File: config.mk
export PLATFORM = sky130hd
export DESIGN_NAME = transport_tpdu_header_parser_core_flat
export DESIGN_NICKNAME = d
export VERILOG_FILES = /design/src/rtl/tpdu_hp_pkg.sv /design/src/rtl/tpdu_hp_byte_if.sv /design/src/rtl/tpdu_hp_res_if.sv /design/src/rtl/transport_tpdu_header_parser_core.sv /design/src/rtl/tpdu_hp_front.sv /design/src/rtl/tpdu_hp_queue.sv /design/src/rtl/tpdu_hp_back.sv /design/src/flat_wrapper.sv
export VERILOG_INCLUDE_DIRS = /design/src /design/src/rtl
export SDC_FILE = /design/constraint.sdc
export NUM_CORES = 1
export LEC_CHECK = 0
export ABC_AREA = 1
export BUFFER_PORTS_ARGS = -buffer_cell sky130_fd_sc_hd__buf_2
export CORE_ASPECT_RATIO = 0.7
export CORE_MARGIN = 1
export CORE_UTILIZATION = 60
export CTS_CLUSTER_SIZE = 40
export DETAILED_ROUTE_END_ITERATION = 8
export GPL_ROUTABILITY_DRIVEN = 0
export GPL_TIMING_DRIVEN = 0
export PLACE_DENSITY = 0.86
export REMOVE_ABC_BUFFERS = 1
export SLEW_MARGIN = 20
export SYNTH_ARGS = -nofsm -noshare
export SYNTH_HDL_FRONTEND = slang
export SYNTH_SLANG_ARGS = --single-unit
File: constraint.sdc
create_clock -name clk -period 7.5 [get_ports clk]
set_input_delay 2.25 -clock clk [delete_from_list [all_inputs] [get_ports clk]]
set_output_delay 2.25 -clock clk [all_outputs]
set_load 0.1 [all_outputs]
File: src/rtl/transport_tpdu_header_parser_core_assert.svh
// Assertion macros shared by the parser modules.
// Each macro expects clk and rst_n in the scope where it is used.
`ifndef TRANSPORT_TPDU_HEADER_PARSER_CORE_ASSERT_SVH
`define TRANSPORT_TPDU_HEADER_PARSER_CORE_ASSERT_SVH

`ifndef SYNTHESIS
// Same-cycle implication
`define TPDU_ASSERT_IMP(lbl, ante, cons, msg) \
    lbl: assert property (@(posedge clk) disable iff (!rst_n) (ante) |-> (cons)) \
        else $error(msg);
// Next-cycle implication
`define TPDU_ASSERT_NXT(lbl, ante, cons, msg) \
    lbl: assert property (@(posedge clk) disable iff (!rst_n) (ante) |=> (cons)) \
        else $error(msg);
`else
`define TPDU_ASSERT_IMP(lbl, ante, cons, msg)
`define TPDU_ASSERT_NXT(lbl, ante, cons, msg)
`endif

`endif

File: src/rtl/tpdu_hp_pkg.sv
`timescale 1ns / 1ps
`default_nettype none

package tpdu_hp_pkg;

    // TPDU codes on the wire
    localparam logic [7:0] CODE_CR = 8'hE0;
    localparam logic [7:0] CODE_CC = 8'hD0;
    localparam logic [7:0] CODE_DT = 8'hF0;
    localparam logic [7:0] CODE_DR = 8'h80;
    localparam logic [7:0] CODE_ER = 8'h70;

    // Decoded kind
    localparam logic [2:0] KIND_CR = 3'd0;
    localparam logic [2:0] KIND_CC = 3'd1;
    localparam logic [2:0] KIND_DT = 3'd2;
    localparam logic [2:0] KIND_DR = 3'd3;
    localparam logic [2:0] KIND_ER = 3'd4;

    // Byte roles
    localparam logic [2:0] ROLE_HEADER  = 3'd0;
    localparam logic [2:0] ROLE_PCODE   = 3'd1;
    localparam logic [2:0] ROLE_PLEN    = 3'd2;
    localparam logic [2:0] ROLE_PVALUE  = 3'd3;
    localparam logic [2:0] ROLE_USER    = 3'd4;

    // Final status codes
    localparam logic [3:0] ST_OK        = 4'd0;
    localparam logic [3:0] ST_SHORT     = 4'd1;
    localparam logic [3:0] ST_BAD_LI    = 4'd2;
    localparam logic [3:0] ST_UNKNOWN   = 4'd3;
    localparam logic [3:0] ST_DATA_LI   = 4'd4;
    localparam logic [3:0] ST_REF_SHORT = 4'd5;
    localparam logic [3:0] ST_TRUNC     = 4'd6;
    localparam logic [3:0] ST_OVERRUN   = 4'd7;
    localparam logic [3:0] ST_CONN_DATA = 4'd8;

    // Header layout
    localparam logic [7:0] DT_HEADER_LEN  = 8'd2;
    localparam logic [7:0] REF_HEADER_LEN = 8'd6;
    localparam logic [8:0] LAST_FIXED_POS = 9'd6;
    localparam logic [8:0] POS_SATURATE   = 9'd256;

    // Queue between front and back
    localparam int QUEUE_DEPTH = 2;
    localparam int QUEUE_PTR_W = (QUEUE_DEPTH > 1) ? $clog2(QUEUE_DEPTH) : 1;
    localparam int QUEUE_CNT_W = $clog2(QUEUE_DEPTH + 1);

    // One classified byte as it leaves the front end
    typedef struct packed {
        logic [2:0]  role;
        logic [7:0]  data_byte;
        logic [7:0]  current_param;
        logic        done_res;
        logic [3:0]  status;
        logic [2:0]  kind;
        logic [7:0]  eot_number;
        logic [15:0] dest_ref;
        logic [15:0] src_ref;
        logic [7:0]  class_reason;
    } tpdu_entry_t;

    // One formatted result
    typedef struct packed {
        logic [2:0]  role;
        logic [7:0]  data_byte;
        logic [7:0]  current_param;
        logic        done_res;
        logic [3:0]  status;
        logic [2:0]  kind;
        logic        end_flag;
        logic [6:0]  seq_number;
        logic [15:0] dest_ref;
        logic [15:0] src_ref;
        logic [7:0]  class_reason;
    } tpdu_res_t;

endpackage

`default_nettype wire

File: src/rtl/tpdu_hp_byte_if.sv
`timescale 1ns / 1ps
`default_nettype none

interface tpdu_hp_byte_if;
    logic       valid;
    logic       ready;
    logic [7:0] byte_value;
    logic       last;

    modport source (output valid, output byte_value, output last, input ready);
    modport sink   (input valid, input byte_value, input last, output ready);
endinterface

`default_nettype wire

File: src/rtl/tpdu_hp_res_if.sv
`timescale 1ns / 1ps
`default_nettype none

interface tpdu_hp_res_if;
    logic        valid;
    logic        ready;
    logic [2:0]  role;
    logic [7:0]  data_byte;
    logic [7:0]  current_param;
    logic        done_res;
    logic [3:0]  status;
    logic [2:0]  kind;
    logic        end_flag;
    logic [6:0]  seq_number;
    logic [15:0] dest_ref;
    logic [15:0] src_ref;
    logic [7:0]  class_reason;

    modport source (
        output valid, output role, output data_byte, output current_param,
        output done_res, output status, output kind, output end_flag,
        output seq_number, output dest_ref, output src_ref, output class_reason,
        input ready
    );
    modport sink (
        input valid, input role, input data_byte, input current_param,
        input done_res, input status, input kind, input end_flag,
        input seq_number, input dest_ref, input src_ref, input class_reason,
        output ready
    );
endinterface

`default_nettype wire

File: src/rtl/transport_tpdu_header_parser_core.sv
// Transport TPDU header parser.
// byte_in carries the bytes of one TPDU in order, one transaction per byte,
// with last set on the final byte. res_out returns one transaction per byte:
// the byte, its role (fixed header, parameter code, length, value or user
// data) and the parameter code it belongs to. On the final byte done_res is
// set with the status, and when the status is zero the decoded kind, EOT,
// number, references and class or reason follow; they read zero otherwise.
// An accepted byte is written into the queue and then into the output register
// once that register is empty or is being taken; when nothing stalls, throughput
// is one byte per cycle. The per-byte classification is a handful of
// compares, a position counter and two 8-bit subtracts in the front end.
// Reset clears the parser state, empties the two-entry queue and drops
// res_out.valid. When the receiver holds ready low, the queue and the output
// register absorb up to three bytes before byte_in.ready falls; nothing is
// lost or repeated, and the next TPDU starts right after a last byte.
`timescale 1ns / 1ps
`default_nettype none

module transport_tpdu_header_parser_core (
    input  wire logic       clk,
    input  wire logic       rst_n,
    tpdu_hp_byte_if.sink    byte_in,
    tpdu_hp_res_if.source   res_out
);
    import tpdu_hp_pkg::*;

    tpdu_entry_t  front_entry;
    tpdu_entry_t  back_entry;
    logic         push;
    logic         full;
    logic         pop;
    logic         not_empty;

    // Accept and classify bytes
    tpdu_hp_front u_front (
        .clk     (clk),
        .rst_n   (rst_n),
        .byte_in (byte_in),
        .entry   (front_entry),
        .push    (push),
        .full    (full)
    );

    // Decouple front and back
    tpdu_hp_queue u_queue (
        .clk       (clk),
        .rst_n     (rst_n),
        .push      (push),
        .entry_in  (front_entry),
        .full      (full),
        .pop       (pop),
        .entry_out (back_entry),
        .not_empty (not_empty)
    );

    // Format and present results
    tpdu_hp_back u_back (
        .clk         (clk),
        .rst_n       (rst_n),
        .entry       (back_entry),
        .entry_valid (not_empty),
        .pop         (pop),
        .res_out     (res_out)
    );

endmodule

`default_nettype wire

File: src/rtl/tpdu_hp_front.sv
`timescale 1ns / 1ps
`default_nettype none
`include "transport_tpdu_header_parser_core_assert.svh"

module tpdu_hp_front (
    input  wire logic                     clk,
    input  wire logic                     rst_n,
    tpdu_hp_byte_if.sink                  byte_in,
    output tpdu_hp_pkg::tpdu_entry_t      entry,
    output logic                          push,
    input  wire logic                     full
);
    import tpdu_hp_pkg::*;

    localparam logic [1:0] PH_CODE  = 2'd0;
    localparam logic [1:0] PH_LEN   = 2'd1;
    localparam logic [1:0] PH_VALUE = 2'd2;

    localparam logic [1:0] PERR_NONE  = 2'd0;
    localparam logic [1:0] PERR_TRUNC = 2'd1;
    localparam logic [1:0] PERR_OVER  = 2'd2;

    logic [8:0]  pos_reg,   pos_next;
    logic [7:0]  hlen_reg,  hlen_next;
    logic [2:0]  kind_reg,  kind_next;
    logic        known_reg, known_next;
    logic [15:0] dest_reg,  dest_next;
    logic [15:0] src_reg,   src_next;
    logic [7:0]  class_reg, class_next;
    logic [7:0]  eot_reg,   eot_next;
    logic [1:0]  phase_reg, phase_next;
    logic [7:0]  pcode_reg, pcode_next;
    logic [7:0]  prem_reg,  prem_next;
    logic [1:0]  perr_reg,  perr_next;

    logic        accept;
    logic [8:0]  idx;
    logic [7:0]  b;
    logic        is_data;
    logic [2:0]  role;
    logic [7:0]  cur;
    logic [3:0]  status;
    logic [8:0]  hlen_ext;
    logic [8:0]  hlen_next_ext;
    logic [7:0]  room;

    // Map a code byte to its kind
    function automatic logic classify(input logic [7:0] code, output logic [2:0] k);
        logic ok;
        ok = 1'b1;
        unique case (code)
            CODE_CR: k = KIND_CR;
            CODE_CC: k = KIND_CC;
            CODE_DT: k = KIND_DT;
            CODE_DR: k = KIND_DR;
            CODE_ER: k = KIND_ER;
            default:
            begin
                k  = KIND_CR;
                ok = 1'b0;
            end
        endcase
        return ok;
    endfunction

    assign byte_in.ready = !full;
    assign accept        = byte_in.valid && !full;
    assign push          = accept;

    assign idx      = pos_reg;
    assign b        = byte_in.byte_value;
    assign hlen_ext = {1'b0, hlen_reg};
    assign room     = hlen_reg - idx[7:0];

    // Classify the byte and compute the next parser state
    always_comb
    begin
        pos_next   = (pos_reg < POS_SATURATE) ? pos_reg + 9'd1 : pos_reg;
        hlen_next  = hlen_reg;
        kind_next  = kind_reg;
        known_next = known_reg;
        dest_next  = dest_reg;
        src_next   = src_reg;
        class_next = class_reg;
        eot_next   = eot_reg;
        phase_next = phase_reg;
        pcode_next = pcode_reg;
        prem_next  = prem_reg;
        perr_next  = perr_reg;
        role       = ROLE_HEADER;
        cur        = 8'd0;

        // Capture fixed header fields
        if (idx == 9'd0)
        begin
            hlen_next = b;
        end
        else if (idx == 9'd1)
        begin
            known_next = classify(b, kind_next);
        end
        else if (idx == 9'd2)
        begin
            eot_next  = b;
            dest_next = {b, dest_reg[7:0]};
        end
        else if (idx == 9'd3)
        begin
            dest_next = {dest_reg[15:8], b};
        end
        else if (idx == 9'd4)
        begin
            src_next = {b, src_reg[7:0]};
        end
        else if (idx == 9'd5)
        begin
            src_next = {src_reg[15:8], b};
        end
        else if (idx == LAST_FIXED_POS)
        begin
            class_next = b;
        end

        // Tag the byte and walk the parameter list
        is_data = (idx >= 9'd2) && known_reg && (kind_reg == KIND_DT);
        if (idx < 9'd2)
        begin
            role = ROLE_HEADER;
        end
        else if (is_data)
        begin
            role = (idx == 9'd2) ? ROLE_HEADER : ROLE_USER;
        end
        else if (idx <= LAST_FIXED_POS)
        begin
            role = ROLE_HEADER;
        end
        else if (idx > hlen_ext)
        begin
            role = ROLE_USER;
        end
        else
        begin
            unique case (phase_reg)
                PH_CODE:
                begin
                    role       = ROLE_PCODE;
                    cur        = b;
                    pcode_next = b;
                    if (idx == hlen_ext)
                    begin
                        if (perr_reg == PERR_NONE)
                        begin
                            perr_next = PERR_TRUNC;
                        end
                        phase_next = PH_CODE;
                    end
                    else
                    begin
                        phase_next = PH_LEN;
                    end
                end
                PH_LEN:
                begin
                    role      = ROLE_PLEN;
                    cur       = pcode_reg;
                    prem_next = b;
                    if ((b > room) && (perr_reg == PERR_NONE))
                    begin
                        perr_next = PERR_OVER;
                    end
                    phase_next = (b == 8'd0) ? PH_CODE : PH_VALUE;
                end
                default:
                begin
                    role      = ROLE_PVALUE;
                    cur       = pcode_reg;
                    prem_next = prem_reg - 8'd1;
                    if (prem_next == 8'd0)
                    begin
                        phase_next = PH_CODE;
                    end
                end
            endcase
        end
    end

    assign hlen_next_ext = {1'b0, hlen_next};

    // Work out the final status in check order
    always_comb
    begin
        status = ST_OK;
        if (byte_in.last)
        begin
            if (idx == 9'd0)
            begin
                status = ST_SHORT;
            end
            else if ((hlen_next < DT_HEADER_LEN) || (hlen_next_ext > idx))
            begin
                status = ST_BAD_LI;
            end
            else if (!known_next)
            begin
                status = ST_UNKNOWN;
            end
            else if (kind_next == KIND_DT)
            begin
                status = (hlen_next != DT_HEADER_LEN) ? ST_DATA_LI : ST_OK;
            end
            else if (hlen_next < REF_HEADER_LEN)
            begin
                status = ST_REF_SHORT;
            end
            else if (perr_next == PERR_TRUNC)
            begin
                status = ST_TRUNC;
            end
            else if (perr_next == PERR_OVER)
            begin
                status = ST_OVERRUN;
            end
            else if (((kind_next == KIND_CR) || (kind_next == KIND_CC)) &&
                     (idx > hlen_next_ext))
            begin
                status = ST_CONN_DATA;
            end
        end
    end

    // Build the queue transaction
    always_comb
    begin
        entry.role          = role;
        entry.data_byte     = b;
        entry.current_param = cur;
        entry.done_res      = byte_in.last;
        entry.status        = status;
        entry.kind          = kind_next;
        entry.eot_number    = eot_next;
        entry.dest_ref      = dest_next;
        entry.src_ref       = src_next;
        entry.class_reason  = class_next;
    end

    // Advance the parser on each accepted byte, clear it after the last one
    always_ff @(posedge clk or negedge rst_n)
    begin
        if (!rst_n)
        begin
            pos_reg   <= '0;
            hlen_reg  <= '0;
            kind_reg  <= KIND_CR;
            known_reg <= 1'b0;
            dest_reg  <= '0;
            src_reg   <= '0;
            class_reg <= '0;
            eot_reg   <= '0;
            phase_reg <= PH_CODE;
            pcode_reg <= '0;
            prem_reg  <= '0;
            perr_reg  <= PERR_NONE;
        end
        else if (accept)
        begin
            if (byte_in.last)
            begin
                pos_reg   <= '0;
                hlen_reg  <= '0;
                kind_reg  <= KIND_CR;
                known_reg <= 1'b0;
                dest_reg  <= '0;
                src_reg   <= '0;
                class_reg <= '0;
                eot_reg   <= '0;
                phase_reg <= PH_CODE;
                pcode_reg <= '0;
                prem_reg  <= '0;
                perr_reg  <= PERR_NONE;
            end
            else
            begin
                pos_reg   <= pos_next;
                hlen_reg  <= hlen_next;
                kind_reg  <= kind_next;
                known_reg <= known_next;
                dest_reg  <= dest_next;
                src_reg   <= src_next;
                class_reg <= class_next;
                eot_reg   <= eot_next;
                phase_reg <= phase_next;
                pcode_reg <= pcode_next;
                prem_reg  <= prem_next;
                perr_reg  <= perr_next;
            end
        end
    end

    `TPDU_ASSERT_NXT(a_front_clear, accept && byte_in.last, (pos_reg == 9'd0) && (phase_reg == PH_CODE) && (perr_reg == PERR_NONE), "parser state not cleared after last byte")
    `TPDU_ASSERT_IMP(a_front_sat, 1'b1, pos_reg <= POS_SATURATE, "position counter past saturation")

endmodule

`default_nettype wire

File: src/rtl/tpdu_hp_queue.sv
`timescale 1ns / 1ps
`default_nettype none
`include "transport_tpdu_header_parser_core_assert.svh"

module tpdu_hp_queue (
    input  wire logic                     clk,
    input  wire logic                     rst_n,
    input  wire logic                     push,
    input  wire tpdu_hp_pkg::tpdu_entry_t entry_in,
    output logic                          full,
    input  wire logic                     pop,
    output tpdu_hp_pkg::tpdu_entry_t      entry_out,
    output logic                          not_empty
);
    import tpdu_hp_pkg::*;

    tpdu_entry_t             mem [QUEUE_DEPTH];
    logic [QUEUE_PTR_W-1:0]  wr_ptr_reg, wr_ptr_next;
    logic [QUEUE_PTR_W-1:0]  rd_ptr_reg, rd_ptr_next;
    logic [QUEUE_CNT_W-1:0]  count_reg,  count_next;
    logic                    do_push;
    logic                    do_pop;

    assign full      = (count_reg == QUEUE_CNT_W'(QUEUE_DEPTH));
    assign not_empty = (count_reg != '0);
    assign do_push   = push && !full;
    assign do_pop    = pop && not_empty;
    assign entry_out = mem[rd_ptr_reg];

    // Step pointers and occupancy
    always_comb
    begin
        wr_ptr_next = wr_ptr_reg;
        rd_ptr_next = rd_ptr_reg;
        count_next  = count_reg;
        if (do_push)
        begin
            wr_ptr_next = (wr_ptr_reg == QUEUE_PTR_W'(QUEUE_DEPTH - 1)) ?
                          '0 : wr_ptr_reg + QUEUE_PTR_W'(1);
        end
        if (do_pop)
        begin
            rd_ptr_next = (rd_ptr_reg == QUEUE_PTR_W'(QUEUE_DEPTH - 1)) ?
                          '0 : rd_ptr_reg + QUEUE_PTR_W'(1);
        end
        if (do_push && !do_pop)
        begin
            count_next = count_reg + QUEUE_CNT_W'(1);
        end
        else if (do_pop && !do_push)
        begin
            count_next = count_reg - QUEUE_CNT_W'(1);
        end
    end

    // Hold control state
    always_ff @(posedge clk or negedge rst_n)
    begin
        if (!rst_n)
        begin
            wr_ptr_reg <= '0;
            rd_ptr_reg <= '0;
            count_reg  <= '0;
        end
        else
        begin
            wr_ptr_reg <= wr_ptr_next;
            rd_ptr_reg <= rd_ptr_next;
            count_reg  <= count_next;
        end
    end

    // Write the storage
    always_ff @(posedge clk)
    begin
        if (do_push)
        begin
            mem[wr_ptr_reg] <= entry_in;
        end
    end

    `TPDU_ASSERT_IMP(a_queue_bound, 1'b1, count_reg <= QUEUE_CNT_W'(QUEUE_DEPTH), "queue occupancy out of range")

endmodule

`default_nettype wire

File: src/rtl/tpdu_hp_back.sv
`timescale 1ns / 1ps
`default_nettype none
`include "transport_tpdu_header_parser_core_assert.svh"

module tpdu_hp_back (
    input  wire logic                     clk,
    input  wire logic                     rst_n,
    input  wire tpdu_hp_pkg::tpdu_entry_t entry,
    input  wire logic                     entry_valid,
    output logic                          pop,
    tpdu_hp_res_if.source                 res_out
);
    import tpdu_hp_pkg::*;

    logic       out_valid_reg, out_valid_next;
    tpdu_res_t  res_reg, res_next;
    logic       load;
    logic       ok;
    logic       dt;

    assign load = entry_valid && (!out_valid_reg || res_out.ready);
    assign pop  = load;
    assign ok   = entry.done_res && (entry.status == ST_OK);
    assign dt   = (entry.kind == KIND_DT);

    // Format the result; decoded fields stay zero unless the final byte has status OK
    always_comb
    begin
        res_next.role          = entry.role;
        res_next.data_byte     = entry.data_byte;
        res_next.current_param = entry.current_param;
        res_next.done_res      = entry.done_res;
        res_next.status        = entry.status;
        res_next.kind          = ok ? entry.kind : 3'd0;
        res_next.end_flag      = ok && (dt ? entry.eot_number[7] : 1'b1);
        res_next.seq_number    = (ok && dt) ? entry.eot_number[6:0] : 7'd0;
        res_next.dest_ref      = (ok && !dt) ? entry.dest_ref : 16'd0;
        res_next.src_ref       = (ok && !dt) ? entry.src_ref : 16'd0;
        res_next.class_reason  = (ok && !dt) ? entry.class_reason : 8'd0;
    end

    // Drop valid once taken, refill from the queue
    always_comb
    begin
        out_valid_next = out_valid_reg;
        if (load)
        begin
            out_valid_next = 1'b1;
        end
        else if (res_out.ready)
        begin
            out_valid_next = 1'b0;
        end
    end

    always_ff @(posedge clk or negedge rst_n)
    begin
        if (!rst_n)
        begin
            out_valid_reg <= 1'b0;
        end
        else
        begin
            out_valid_reg <= out_valid_next;
        end
    end

    // Hold the output payload
    always_ff @(posedge clk)
    begin
        if (load)
        begin
            res_reg <= res_next;
        end
    end

    assign res_out.valid         = out_valid_reg;
    assign res_out.role          = res_reg.role;
    assign res_out.data_byte     = res_reg.data_byte;
    assign res_out.current_param = res_reg.current_param;
    assign res_out.done_res      = res_reg.done_res;
    assign res_out.status        = res_reg.status;
    assign res_out.kind          = res_reg.kind;
    assign res_out.end_flag      = res_reg.end_flag;
    assign res_out.seq_number    = res_reg.seq_number;
    assign res_out.dest_ref      = res_reg.dest_ref;
    assign res_out.src_ref       = res_reg.src_ref;
    assign res_out.class_reason  = res_reg.class_reason;

    `TPDU_ASSERT_IMP(a_back_status, out_valid_reg && (res_reg.status != ST_OK), res_reg.done_res, "status reported on a non-final byte")
    `TPDU_ASSERT_IMP(a_back_fields, out_valid_reg && !res_reg.done_res, (res_reg.kind == 3'd0) && !res_reg.end_flag && (res_reg.dest_ref == 16'd0), "decoded fields set on a non-final byte")

endmodule

`default_nettype wire
File: src/flat_wrapper.sv
// flat-port wrapper written by rule: the top's interface ports become plain ports
module transport_tpdu_header_parser_core_flat import tpdu_hp_pkg::*;
  (clk, rst_n, byte_in_valid, byte_in_byte_value, byte_in_last, byte_in_ready, res_out_valid, res_out_role, res_out_data_byte, res_out_current_param, res_out_done_res, res_out_status, res_out_kind, res_out_end_flag, res_out_seq_number, res_out_dest_ref, res_out_src_ref, res_out_class_reason, res_out_ready);
  tpdu_hp_byte_if byte_in_i ();
  tpdu_hp_res_if res_out_i ();
  input  wire logic clk;
  input  wire logic rst_n;
  input wire logic [$bits(byte_in_i.valid)-1:0] byte_in_valid;
  input wire logic [$bits(byte_in_i.byte_value)-1:0] byte_in_byte_value;
  input wire logic [$bits(byte_in_i.last)-1:0] byte_in_last;
  output wire logic [$bits(byte_in_i.ready)-1:0] byte_in_ready;
  output wire logic [$bits(res_out_i.valid)-1:0] res_out_valid;
  output wire logic [$bits(res_out_i.role)-1:0] res_out_role;
  output wire logic [$bits(res_out_i.data_byte)-1:0] res_out_data_byte;
  output wire logic [$bits(res_out_i.current_param)-1:0] res_out_current_param;
  output wire logic [$bits(res_out_i.done_res)-1:0] res_out_done_res;
  output wire logic [$bits(res_out_i.status)-1:0] res_out_status;
  output wire logic [$bits(res_out_i.kind)-1:0] res_out_kind;
  output wire logic [$bits(res_out_i.end_flag)-1:0] res_out_end_flag;
  output wire logic [$bits(res_out_i.seq_number)-1:0] res_out_seq_number;
  output wire logic [$bits(res_out_i.dest_ref)-1:0] res_out_dest_ref;
  output wire logic [$bits(res_out_i.src_ref)-1:0] res_out_src_ref;
  output wire logic [$bits(res_out_i.class_reason)-1:0] res_out_class_reason;
  input wire logic [$bits(res_out_i.ready)-1:0] res_out_ready;
  assign byte_in_i.valid = byte_in_valid;
  assign byte_in_i.byte_value = byte_in_byte_value;
  assign byte_in_i.last = byte_in_last;
  assign byte_in_ready = byte_in_i.ready;
  assign res_out_valid = res_out_i.valid;
  assign res_out_role = res_out_i.role;
  assign res_out_data_byte = res_out_i.data_byte;
  assign res_out_current_param = res_out_i.current_param;
  assign res_out_done_res = res_out_i.done_res;
  assign res_out_status = res_out_i.status;
  assign res_out_kind = res_out_i.kind;
  assign res_out_end_flag = res_out_i.end_flag;
  assign res_out_seq_number = res_out_i.seq_number;
  assign res_out_dest_ref = res_out_i.dest_ref;
  assign res_out_src_ref = res_out_i.src_ref;
  assign res_out_class_reason = res_out_i.class_reason;
  assign res_out_i.ready = res_out_ready;
  transport_tpdu_header_parser_core u_core (.clk(clk), .rst_n(rst_n), .byte_in(byte_in_i), .res_out(res_out_i));
endmodule
==> impl_results.md <==
* Ant. Diodes at 0
* Post-synth top area share at a little under half
* Async SR Flop Fraction at between 20% and 30%
* Grt ovf at 0
* Maxcap violations at 0
* Clock Latency Late Sink at 0.56 ns
* Vias per inst at around 5.8
* Reg with most FFs: u_core.u_queue.mem
* Worst Path Max Fanout at 8
* Htree depth at 1
* Port-buffer cells at between 80 and 90
* Die W at between 150 and 200 um
* Final nets at around 1500
* Slew Viols, Final at 0
* Cts repair resizes at 0
* Hold Path Sink: u_core.u_front.eot_reg[5]
* Syn Area/Cell at between 10 and 15 sq um
* Largest net degree at the start of global routing at 73
* Final setup viols at 0
* Final critical-path share of the clock period at between 50% and 60%
* Number of global-route vias before repair at slightly below 10000
* Final ANT Viol Nets at 0
* Post-Synthesis Cells at between 1000 and 1500
* Die H at ~130 um
* Synth warn at 0
* Cell count of the worst hold path at 2
* Post-Layout Cell Count at roughly 1700
* Worst reg-to-reg path cell count at 20
* M2 GR Usage at between 40% and 50%
* Worst setup SP type: input port
* Cell Rows at between 40 and 50
* Placed inst area at about 0.015 sq mm
* Critical path type: in2reg
* Total Die Area at 0.02414 sq mm
* Crit path time final at between 4 and 5 ns
* Register area share after synthesis at 64.57%
* Avg WL per Cell at 17.63 um
* Clock Sinks at ~320
* Via count at between 10000 and 15000
* Grt peak-use layer: met2
* I/O pins at 90
* Yosys top cell by area: edfxtp_1
* FF+latch count, synth at 319
* DP HPWL at roughly 20 mm
* Post CTS Setup Buffer Count at 0
* Starting Density at between 60% and 70%
* Slew HR at 45.85%
* Crit end category: register
* Total wire length at between 30 and 40 mm
* Fraction of layout cells with a size suffix above 1 at approximately 13%
* Design Area, Final at approximately 0.016 sq mm
* Initial drt markers at 1026
* Hold buffers post-CTS at 0
* Most common cell after layout, fill and taps aside: nand2_1
* Status: complete, no violations
* RSZ-0062 raised after global routing: false
* First-pass GRT wire length at 48.62 mm
* Endpoints failing hold at 0
* Clock Skew at between 0.01 and 0.015 ns
* Antenna violations before repair at 0
* Clock tree buffer depth at 3
* Total GRT Usage at 26.17%
* M3 GR Usage at around 6.2%
* Met1 Usage GRT at around a third
* Worst EP arrival at about 4.6 ns
* Fmax at 237.6 MHz
* P&R area growth vs syn at 13.50%
* TritonRoute pass-1 iters at 7
* Internal reg-to-reg setup slack at around 3.6 ns
* Worst Min Path Start: u_core.u_front.eot_reg[5]
* Most frequent cells in the layout: nand2_1 (358), edfxtp_1 (225), inv_1 (129)
* Placed cells at between 1500 and 2000
* Clock Root Buffer: clkbuf_16
* # fillers at approximately 1500
* Top FF cell, synth: edfxtp_1
* Number of synthesized flops with an enable pin at roughly 230
* Post-route DRC at 0
* CTS tree: yes
* Num CTS Buffers at 28
* Core box area at between 0.02 and 0.025 sq mm
* Reg-to-Reg Start: u_core.u_front.idx[2]
* Number of flip-flops in the largest register at 150
* Worst reg2reg path endpoint: u_core.u_queue.mem[0][54]
* Worst EP required at between 7 and 8 ns
* Largest cells by area after synthesis: edfxtp_1 (48%), dfrtp_1 (17%), nand2_1 (9.6%)
* Reg clk slew, reported paths at approximately 0.070 ns
* Synth Cell Area at around 0.014 sq mm
* Yosys cell types at 49
* Worst-margin pin slew at 0.8110 ns
* Worst min path class: reg2reg
critical path, stage by stage:
cell	delay (ns)
buf_2	0.23
inv_1	0.34
nand3_1	0.26
nand2_1	0.14
ha_1	0.33
nand2_1	0.09
nor3_1	0.17
o21ai_0	0.11
and2_0	0.16
a21o_1	0.18
nor2_1	0.12
nand2_1	0.06
nor2_1	0.16
cell type report:
class / instances / area, sq um / area share (%)
Timing Repair Buffer: 102 / 757.0 / 4.728
Inverter: 137 / 516.7 / 3.228
Clock inverter: 14 / 153.9 / 0.9612
Multi-Input combinational cell: 822 / 4332 / 27.06
Tap cell: 312 / 390.4 / 2.438
Clock buffer: 38 / 748.2 / 4.673
Sequential cell: 319 / 9112 / 56.92
kinds of logic after synthesis:
logic type / after synthesis / synth area share (%)
compound gates: 234 / 9.420
simple gates: 531 / 16.22
flops: 319 / 64.57
buf+inv: 183 / 5.074
fa+ha+maj: 41 / 3.690
mux: 3 / 0.2129
xor+xnor: 13 / 0.8072
per-layer routing:
metal / vias to the layer above / wire length (um) / share of wire, %
met5: - / 0 / 0
met4: 0 / 1029 / 3.3
met3: 91 / 2637 / 8.6
met2: 479 / 14390 / 47
met1: 4806 / 12690 / 41
li1: 4666 / - / -
synthesized netlist by cell type, types with 3 or more instances:
cell type,instances
a21oi_1,79
a22o_1,8
buf_1,5
buf_2,5
buf_4,4
clkbuf_1,31
dfrtp_1,94
edfxtp_1,225
ha_1,40
inv_1,131
inv_2,5
mux2i_1,3
nand2_1,359
nand2_4,3
nand3_1,45
nand3b_1,4
nand4_1,17
nor2_1,68
nor2_2,5
nor2_4,3
nor3_1,12
o21a_1,9
o21ai_0,67
o21ai_1,21
o22ai_1,29
o31ai_1,8
or2_2,4
xnor2_1,5
xor2_1,8
per-stage QoR:
step	util [%]	hold WS [ns]	worst slack, ns	TNS (ns)
2_1_floorplan	-	0.4419	0.2623	0
3_5_place_dp	66.11	0.4732	2.893	0
4_1_cts	70.06	0.4890	3.435	0
3_3_place_gp	64.51	0.4587	-1.604	-292.93
6_report	70.07	0.4844	3.291	0
5_1_grt	70.07	0.4921	3.191	0
how the worst max path moves through the flow:
stage / from / depth (start not counted) / end / slack (ns)
2_1_floorplan: res_out_ready / 7 / u_core.u_queue.count_reg[1] / 0.26
3_3_place_gp: res_out_ready / 8 / u_core.u_queue.count_reg[1] / -1.60
3_5_place_dp: byte_in_byte_value[0] / 15 / u_core.u_queue.mem[0][54] / 2.89
4_1_cts: byte_in_byte_value[6] / 13 / u_core.u_queue.mem[1][53] / 3.43
5_1_grt: byte_in_byte_value[6] / 13 / u_core.u_queue.mem[1][53] / 3.19
6_report: byte_in_byte_value[6] / 13 / u_core.u_queue.mem[1][53] / 3.29
Power is not shown: default switching activity piles up to over one toggle a cycle in this logic, so the estimate is an artifact.
